==> src/hw/rtl/sorted_table_linear_interpolator_core_macros.svh <==
// Assertion macros for the sorted table interpolator.
// Uses the clk and arst_n names of the module that includes it.
`ifndef SORTED_TABLE_LINEAR_INTERPOLATOR_CORE_MACROS_SVH
`define SORTED_TABLE_LINEAR_INTERPOLATOR_CORE_MACROS_SVH

`define STLI_ASSERT_IMP(lbl, ante, cons, msg) \
	lbl: assert property (@(posedge clk) disable iff (!arst_n) (ante) |-> (cons)) \
		else $error(msg);

`define STLI_ASSERT_ALWAYS(lbl, cond, msg) \
	`STLI_ASSERT_IMP(lbl, 1'b1, cond, msg)

`endif

==> src/hw/rtl/stli_ram.sv <==
// Generic simple dual port RAM with registered read.
// No dependencies.
module stli_ram #(
	parameter int WIDTH = 8,
	parameter int DEPTH = 16
) (
	input  logic                     clk,
	input  logic                     we,
	input  logic [$clog2(DEPTH)-1:0] waddr,
	input  logic [WIDTH-1:0]         wdata,
	input  logic [$clog2(DEPTH)-1:0] raddr,
	output logic [WIDTH-1:0]         rdata
);
	logic [WIDTH-1:0] mem [DEPTH];

	always_ff @(posedge clk) begin
		if (we) begin
			mem[waddr] <= wdata;
		end
		rdata <= mem[raddr];
	end
endmodule

==> config.mk <==
export PLATFORM = sky130hd
export DESIGN_NAME = stli_ram
export DESIGN_NICKNAME = d
export VERILOG_FILES = /design/src/hw/rtl/sorted_table_linear_interpolator_core_macros.svh /design/src/hw/rtl/stli_ram.sv
export SDC_FILE = /design/constraint.sdc
export NUM_CORES = 1
export LEC_CHECK = 0
export BUFFER_PORTS_ARGS = -buffer_cell sky130_fd_sc_hd__clkbuf_2
export CAP_MARGIN = 20
export CORE_MARGIN = 5
export CORE_UTILIZATION = 60
export DETAILED_ROUTE_END_ITERATION = 6
export GPL_TIMING_DRIVEN = 0
export PLACE_DENSITY = 0.78
export SETUP_SLACK_MARGIN = 0.05
export SLEW_MARGIN = 20
export SYNTH_ARGS = -nofsm -noshare
export SYNTH_HDL_FRONTEND = slang
export SYNTH_SLANG_ARGS = --single-unit
==> constraint.sdc <==
create_clock -name clk -period 3.8 [get_ports clk]
set_clock_uncertainty 0.2 [all_clocks]
set_input_delay 0.38 -clock clk [delete_from_list [all_inputs] [get_ports clk]]
set_output_delay 0.38 -clock clk [all_outputs]
set_load 0.01 [all_outputs]
# Word-level counts from Yosys, hierarchy flattened

Memory sizes are Yosys's and may differ from the RTL's. A register that Yosys moved wholly into a read port is not among the register bits.
Cells that the tools add are included.

Bits in writable memories: 128
Register bits after elaboration: 0
Input bits: 18
Output and inout bits: 8
Logic and storage cells: 3
Memories kept: 1

Memories:

| name | depth | width | rd ports | clocked after memory_dff | wr ports | RTL line       | source |
|---|---|---|---|---|---|---|---|
| mem  | 16    | 8     | 1        | 1                        | 1        | stli_ram.sv:14 | `logic [WIDTH-1:0] mem [DEPTH];` |

Muxes and demuxes: 2

Operators with widths:

| cell             | count |
|---|---|
| 2-to-1 mux 1 bit | 2 |

# Longest topological paths before layout

Gate-level depths: netlist of the first run.

Depth after elaboration: 2
Depth in mapped cells: 5
Depth with buffers taken out: 3

# Worst setup path before layout of the first run

No wires, ideal clock.

Kind: in2reg
From: input port waddr[2]
To: memory mem[0][0] (enable)
Data required time: 3.217 ns
Arrival time: 1.490 ns
Setup time: 0.383 ns
Path buffers: 0
Stages on the path: 2
Path slack: 1.727 ns
Path through: or3b_2 nor3_1

RTL lines:

| element         | RTL line       | source |
|---|---|---|
| start, declared | stli_ram.sv:9  | `input logic [$clog2(DEPTH)-1:0] waddr,` |
| end, declared   | stli_ram.sv:14 |  |

Straight into the memory's write port.

# Worst setup path after layout of the first run

From: input port waddr[2]
To: memory mem[0][2] (enable)

Straight into the memory's write port.

==> impl.org, run 1 <==
** Global routing
- Global-route usage over all layers :: 22.1%
- The first global-routing pass estimated 15.8 mm of wire.
- Initial antenna violation count :: 0
- Layer with the highest usage :: met1
- Largest net degree at the start of global routing :: 17
- The number of global-route vias before repair was 2585.
- Global routing used 32.3% of the available met1 tracks.
- Gr ovfl total :: 0
- Grt met2 use :: 31.7%
- Met3 Track Usage GR :: under 10%

** Placed design
- Once detailed placement completed, the half-perimeter wirelength came to 5.96 mm.
- Gp weighted congestion :: just under 0.7
- At the placement stage, the worst setup path has a slack of ~1500 ps.
- Input and output buffers added on the ports amount to 24.

** Detailed routing
- Dividing the detail-routed wire length by the instance count gives 26.3 um.
- Final wirelength :: 10.3 mm
- DR vias :: 2499
- Final ANT Viol Nets :: 0
- Initial DRC count :: 269
- For this run, design rule violations remaining after detail routing come to 0.
- TritonRoute pass-1 iters :: 5
- Dividing the detail-routed via count by the number of cells gives 6.41.

** STA
- The worst pin sits at a relative slew slack of a little over two fifths.
- Counting I/O delays and the setup requirement, the final critical path takes 1780 ps.
- For the pin with the worst max-slew slack, the measured transition is a little under 900 ps.
- In the final timing run, aggregate negative setup slack is 0 ps.
- Across all setup checks in the final design, the least slack found is ~2000 ps.
- Hold is met by 126 ps.
- The final-report max-slew violation count came to 0.
- Peak clock frequency supported by timing :: 562 MHz
- The number of failing hold endpoints at the final stage came to 0.
- Setup repair after global routing left no endpoint under its margin.
- Setup violations remaining at the end of the flow were counted as 0.
- Post-route clock period utilization :: 46.8%

** Worst setup path
- Reg2Reg Setup Slack :: 2140 ps
- Delay contributed by the slowest stage of the critical path :: 690 ps
- Crit path max-delay cell type :: sky130_fd_sc_hd__nor3_2
- At the worst endpoint, the required time is 3740 ps.
- Cells traversed along the worst timing path :: clkbuf_2 > or3b_2 > nor3_2
- Grouping stages by cell kind, the critical path spends the most delay in simple AND/OR/NAND/NOR gates.
- WP data arrival :: 1720 ps
- In this run the worst path has a maximum fanout of 8.
- The worst setup path is of the input pin to flop kind.
- Buffering stage count on the worst path with inverters included :: 1
- The worst setup path is captured at a flop.
- The worst setup path is launched from an input pin.

** Floorplan
- Initial core utilization :: 62.0%
- Die span in y :: 103 um
- Die area :: about 11000 um2
- Row generation in the floorplan step produced 33 rows.
- In this run the horizontal extent of the chip is 103 um.
- Top-level port count :: 26
- Core footprint :: between 8000 and 9000 um2

** Logic synthesis
- The synthesized netlist devotes 3.18% of its cell area to simple gates.
- Count of different cell masters after synthesis :: 19
- Complex-gate fraction of the synthesized area :: 2.33%
- Summing the areas of all fa, ha and maj instances in the mapped netlist gives 0% of the synthesized area.
- For this run, the register share of the synthesized area comes to 77.8%.
- In this run, synthesis produced a sequential element count of 136.
- Number of instances in the synthesized netlist :: 229
- Post-synth top flop :: sky130_fd_sc_hd__edfxtp_1
- The Yosys step of the flow raised 0 warnings.
- Counting flops with an async set or reset pin after synthesis yields a share of 0%.
- Average instance area after synthesis :: about 22 um2
- Synth Area in XOR/XNOR :: 0%
- Nets in the synthesized netlist :: 247
- By area, the combinational part of the netlist is dominated by multiplexers.
- In this run the cell area of the synthesized design comes to a little over 5000 um2.
- Post-synth EDFFs :: 128
- Fraction of synthesized area in multiplexers :: 15.0%

** Power and ir drop
- Net Sw Frac :: 19.7%
- Cell Pwr Density :: 601 nW/um2
- Across the VDD grid, the largest voltage drop is 0.420 mV.
- Fraction of power consumed by the clock network :: 49.2%
- Per report_power, the sequential group accounts for between 40% and 50% of the total.
- Internal Power :: 0.00293 W
- Net Switching :: 0.000717 W
- Standby leakage power :: approximately 2.1 nW
- Per report_power, the combinational group accounts for 4.5% of the total.

** Clock network
- In this run, post-CTS repair resized a total of 0 instances.
- Clock latency of the later-clocked register in the worst-skew pair :: between 500 and 600 ps
- Root Buffer :: sky130_fd_sc_hd__clkbuf_8
- TritonCTS clock tree :: done
- Clock-pin slew was measured on the worst setup and hold paths at about 60 ps.
- The clock tree synthesis step divided the H-tree into 4 levels.
- Bufs on Longest Clock Path :: 2
- Number of buffers created by CTS :: 17
- CTS Hold Buffers Added :: 0
- Total setup buffers inserted after CTS :: 0
- Sink Count :: between 100 and 150

** Layout
- Ant diodes :: 0
- Most common cell after layout, fill and taps aside :: sky130_fd_sc_hd__edfxtp_1
- Layout overhead on the synthesized area :: 17.9%
- Final #Nets :: 290
- Proportion of layout cells with a drive suffix above 1 :: slightly above 30%
- Commonest cells after routing, fill and taps aside :: 128 x sky130_fd_sc_hd__edfxtp_1, 24 x sky130_fd_sc_hd__clkbuf_2, 18 x sky130_fd_sc_hd__mux4_2, 16 x sky130_fd_sc_hd__a22oi_1, 16 x sky130_fd_sc_hd__clkbuf_16
- Measured on the finished design, the core utilization comes to 73.1%.

** Job
- Max-cap violations :: 0

** Status
- The flow ran to the end, and the final reports show no timing, DRC or antenna violations.

** Hold path
- The min-delay analysis places its worst path in the category input pin to flop.
stage by stage:
step	power, W	area (um2)	instances
floorplan	0.00181	5150	229
global placement	0.00187	5400	358
detailed placement	0.00188	5420	358
CTS	0.00364	6070	390
global route	0.00372	6070	390
finish	0.00364	6070	390
synthesized netlist by cell type, types with 2 or more instances:
library cell,instances,area [um2]
sky130_fd_sc_hd__buf_6,3,33.8
sky130_fd_sc_hd__a22oi_1,16,120
sky130_fd_sc_hd__nor2_1,13,48.8
sky130_fd_sc_hd__mux4_1,14,368
sky130_fd_sc_hd__nand2_1,9,33.8
sky130_fd_sc_hd__buf_2,3,15.0
sky130_fd_sc_hd__dfxtp_1,8,160
sky130_fd_sc_hd__clkdlybuf4s25_2,3,30.0
sky130_fd_sc_hd__mux4_2,18,405
sky130_fd_sc_hd__nand3b_1,2,15.0
sky130_fd_sc_hd__nand2b_1,2,12.5
sky130_fd_sc_hd__nor3_1,4,20.0
sky130_fd_sc_hd__edfxtp_1,128,3840
worst paths after layout:
kind         cells past startpoint       start        end
min                              1    wdata[6]  mem[0][6]
max reg2reg                      3   mem[4][0]   rdata[0]
min reg2reg                      3  mem[11][3]   rdata[3]
max                              3    waddr[2]  mem[0][2]
per-layer routing:
metal	wire length [um]	part of all wire (%)
met1	4300	42
met2	4810	47
met3	965	9.4
met4	189	1.8
met5	0	0
state kept, by name (all words and copies together), names as in the netlist:
register,count
mem,128
rdata,8
kinds of logic after synthesis:
group / Yosys count
flops: 136
simple gates: 35
mux: 32
compound gates: 16
buf+inv: 10
power groups by stage:
| stage | registers, W | clock network, W | logic [W] |
|---|---|---|---|
| after CTS | 0.00169 | 0.00179 | 0.000165 |
| after floorplan | 0.00172 | 0 | 0.0000851 |
| after global placement | 0.00171 | 0 | 0.000155 |
| final | 0.00169 | 0.00179 | 0.000164 |
| after detailed placement | 0.00172 | 0 | 0.000161 |
| after global routing | 0.00169 | 0.00186 | 0.000177 |
layout make-up:
class | instances | area [um2]
repair buffers | 24 | 120
flip-flops and latches | 136 | 4000
fillers | 450 | 2230
clock buffers | 20 | 455
well taps | 105 | 131
clock inverters | 12 | 194
plain buffers | 10 | 86.3
multi-input cells | 83 | 1080
Note: power is estimated with default switching activity, not from simulation.
==> inputs of run 2 (changes only) <==
- clock period: 3.8 -> 1.65 ns (I/O delays scaled with it)
==> run 2 against run 1 <==
Compared with the run above:
- the run now ends with hold timing left
- critical path depth stayed put
- via count is 0.28% higher
- setup slack worse by 1900 ps
- worst hold slack worse by 130 ps
- sequential cell count stayed put
- clock-buffer cell count stayed put
- sequential power is 130% higher
- cell count is 2.3% higher
- first-iteration DRC count is 18% lower
- largest power group is now sequential cells
- global-route usage is 0.84 points lower
==> impl.org, run 2 (synthesized netlist as in run 1, its figures left out) <==
** Global routing
- The maximum number of pins on one net before global-route repair was 17 (unchanged).
- Initial antenna violation count :: 0 (unchanged)
- The first-pass GRT wire length came to 15.1 mm (was 15.8 mm).
- The number of global-route vias before repair is 2552 (was 2585).
- Global-route usage over all layers :: 21.3% (was 22.1%)
- Gr ovfl total :: 0 (unchanged)

** Status
- Outcome: complete, but fails checks (was completed).
- Failing checks :: hold timing

** Power and ir drop
- Net Sw Frac :: 20.0% (was 19.7%)
- The power density over the cells came to 1310 nW/um2 (was 601 nW/um2).
- Internal Power :: 0.00641 W (was 0.00293 W)
- Proportion of power drawn by combinational gates :: 5.0% (was 4.5%)
- Fraction of power consumed by the clock network :: 46.5% (was 49.2%)
- Net Switching :: 0.00160 W (was 0.000717 W)
- The maximum vdd drop came to 0.944 mV (was 0.420 mV).
- Sequential share of power :: 48.5% (was 46.3%)
- The reported leakage power was 2.07 nW (about the same).

** Clock network
- The post-CTS setup repair buffer count came to 0 (unchanged).
- The maximum buffer depth of the clock tree is 2 (unchanged).
- Sink Count :: 136 (unchanged)
- The clock buffer count from CTS was 17 (unchanged).
- The clock latency on the worst-skew pair was 510 ps (about the same).
- Deepest level of the CTS H-tree :: 4 (unchanged)
- The post-CTS clock slew at the launch and capture registers of the worst setup and hold paths was 60 ps (about the same).
- The hold-fix buffer count after cts came to 9 (was 0).
- The clock tree from TritonCTS was done (unchanged).
- The cell chosen for the clock root is sky130_fd_sc_hd__clkbuf_8 (unchanged).

** Hold path
- Worst hold endpoint :: rdata[7] (was mem[0][6])
- The beginning of the worst hold path is raddr[0] (was wdata[6]).
- Cell depth of the worst min-delay path :: 4 (was 1)
- Worst min path class :: input pin to flop (unchanged)

** Worst setup path
- The number of cells on the worst reg-to-reg path was 3 (unchanged).
- The worst setup path category is flop to flop (was input pin to flop).
- The setup slack of the worst register-to-register path came to 70 ps (was 2140 ps).
- The largest driver fanout on the critical path was 1 (was 8).
- The reg-to-reg critical path endpoint is rdata[0] (unchanged).
- Endpoint type of the worst setup path :: flop (unchanged)
- Buffering stage count on the worst path with inverters included :: 0 (was 1)
- The worst path arrival time is 1770 ps (was 1720 ps).
- The startpoint type of the worst setup path is a flop (was input pin).
- Crit path max-delay cell type :: sky130_fd_sc_hd__mux4_1 (was sky130_fd_sc_hd__nor3_2)
- Cell type group with the largest total delay on the critical path :: multiplexers (was simple AND/OR/NAND/NOR gates)
- Delay contributed by the slowest stage of the critical path :: 570 ps (was 690 ps)
- Reg-to-Reg Start :: mem[5][0] (was mem[4][0])
- The data required time of the worst path was 1840 ps (was 3740 ps).
- Cells traversed along the worst timing path: mux4_1 > a22oi_2 > nand2_1 (was clkbuf_2 > or3b_2 > nor3_2).

** STA
- Subtracting the final worst setup slack from the clock period gives 1580 ps.
- Hold Vio Cnt, Final :: 1 (was 0)
- The hold slack was -7.76 ps (was 126 ps).
- Unrepaired setup endpoints after global routing :: no (unchanged)
- The total negative setup slack is 0 ps (unchanged).
- Setup Viol. Count Final :: 0 (unchanged)
- Peak clock frequency supported by timing :: 635 MHz
- Worst slew pin tran :: 799 ps (was 871 ps)
- Of the available clock period, the critical path in the final layout requires a little over nine tenths.
- The worst slew margin relative to its limit is 46.5% (was 41.6%).
- Total count of max-transition violations in the final report :: 0 (unchanged)

** Layout
- The final non-filler cell area was 6120 um2 (was 6070 um2).
- The flip-flop count of the largest register after layout came to 128 (unchanged).
- Final #Nets :: 299 (was 290)
- Register with the highest flop count :: mem (unchanged)
- Proportion of layout cells with a drive suffix above 1 :: 31.0% (was 30.9%)
- Registers with the most flip-flops :: mem (128), rdata (8) (unchanged)
- Ant diodes :: 0 (unchanged)
- Commonest cells after routing, fill and taps aside :: 128 x sky130_fd_sc_hd__edfxtp_1, 24 x sky130_fd_sc_hd__clkbuf_2, 18 x sky130_fd_sc_hd__mux4_2, 16 x sky130_fd_sc_hd__clkbuf_16, 14 x sky130_fd_sc_hd__mux4_1 (was 128 x sky130_fd_sc_hd__edfxtp_1, 24 x sky130_fd_sc_hd__clkbuf_2, 18 x sky130_fd_sc_hd__mux4_2, 16 x sky130_fd_sc_hd__a22oi_1, 16 x sky130_fd_sc_hd__clkbuf_16)
- The area added between synthesis and finish came to 19.0% (was 17.9%).
- The most common cell after layout, fill and taps aside is sky130_fd_sc_hd__edfxtp_1 (unchanged).

** Floorplan
- The starting density of the core came to 62.0% (unchanged).
- The number of core rows came to 33 (unchanged).
- Core footprint :: 8300 um2 (unchanged)
- Die span in y :: 103 um (unchanged)
- Top-level port count :: 26 (unchanged)
- Floorplan die width :: 103 um (unchanged)
- Die area :: 10500 um2 (unchanged)

** Detailed routing
- The final antenna-violating net count is 0 (unchanged).
- Detailed-route vias per instance :: 6.28 (was 6.41)
- Final wirelength :: 10.0 mm (was 10.3 mm)
- The remaining routing DRC violations was 0 (unchanged).
- The number of detailed-route iterations in the first pass is 5 (unchanged).
- The per-cell routed wire length was 25.1 um (was 26.3 um).
- Initial DRC count :: 220 (was 269)
- The total number of vias came to 2506 (was 2499).

** Placed design
- Number of buffer cells added on primary ports :: 24 (unchanged)
- Gp weighted congestion :: 0.722 (was 0.694)
- Cell area reported after detailed placement :: 5420 um2 (unchanged)
- DP Wirelength :: 6.08 mm (was 5.96 mm)

** Job
- The count of maximum capacitance violations came to 0 (unchanged).
[run 2: cell types whose count changed in the layout (fill, tap and decap cells not counted), sizes merged]
cell / previous run / this run
bufinv: 5 / 3
clkinv: 4 / 5
clkinvlp: 1 / 3
dlygate4sd3: 0 / 9
inv: 2 / 1
[run 2: timing repair]
item,in CTS,in global routing
pin swaps,0,0
resized for setup,2,2
hold endpoints to repair,130,2
endpoints found under the setup margin,2,1
[run 2: worst max path at each step]
stage | endpoint | from | cells after the start | slack (ps)
after floorplan | mem[3][0] | waddr[2] | 2 | 20
after global placement | mem[8][3] | waddr[2] | 3 | -460
after detailed placement | mem[3][2] | waddr[2] | 3 | -370
after CTS | rdata[2] | mem[5][2] | 3 | 70
after global routing | rdata[0] | mem[5][0] | 3 | 60
final | rdata[0] | mem[5][0] | 3 | 70
[run 2: stage by stage]
step	power, W	cells	setup slack [ps]	utilization, %	hold slack, ps
after floorplan	0.00416	229	18.9	-	63.9
after global placement	0.00431	358	-463	65.1	353
after detailed placement	0.00433	358	-370	65.3	355
after CTS	0.00804	399	70.1	73.7	-14.8
after global routing	0.00824	399	59.0	73.8	-16.3
final	0.00801	399	74.6	73.8	-7.76
[run 2: per-layer routing]
layer | GRT usage (%) | wire length [um] | up-vias
li1 | - | - | 1079
met1 | 30.4 | 4050 | 1273
met2 | 32.2 | 4950 | 146
met3 | 5.35 | 873 | 8
met4 | 8.17 | 143 | 0
met5 | 0 | 0 | -
[run 2: layout make-up]
type	instances	area, um2
Timing Repair Buffer	33	210
Tap cell	105	131
Clock buffer	20	445
Multi-Input combinational cell	83	1100
Clock inverter	12	149
Sequential cell	136	4000
Buffer	10	86.3
Fill cell	460	2180
[run 2: power by group through the flow]
| stage | Clock, W | Sequential, W | Combinational [W] |
|---|---|---|---|
| 6_report | 0.00373 | 0.00388 | 0.000398 |
| 5_1_grt | 0.00392 | 0.00389 | 0.000427 |
| 4_1_cts | 0.00376 | 0.00389 | 0.000397 |
| 3_5_place_dp | 0 | 0.00396 | 0.000373 |
| 3_3_place_gp | 0 | 0.00395 | 0.000358 |
| 2_1_floorplan | 0 | 0.00396 | 0.000196 |
[run 2: tightest hold or removal path, stage by stage]
cell and delay, ps:
sky130_fd_sc_hd__buf_6 100, sky130_fd_sc_hd__mux4_2 210, sky130_fd_sc_hd__a22oi_1 110, sky130_fd_sc_hd__nand2_1 80
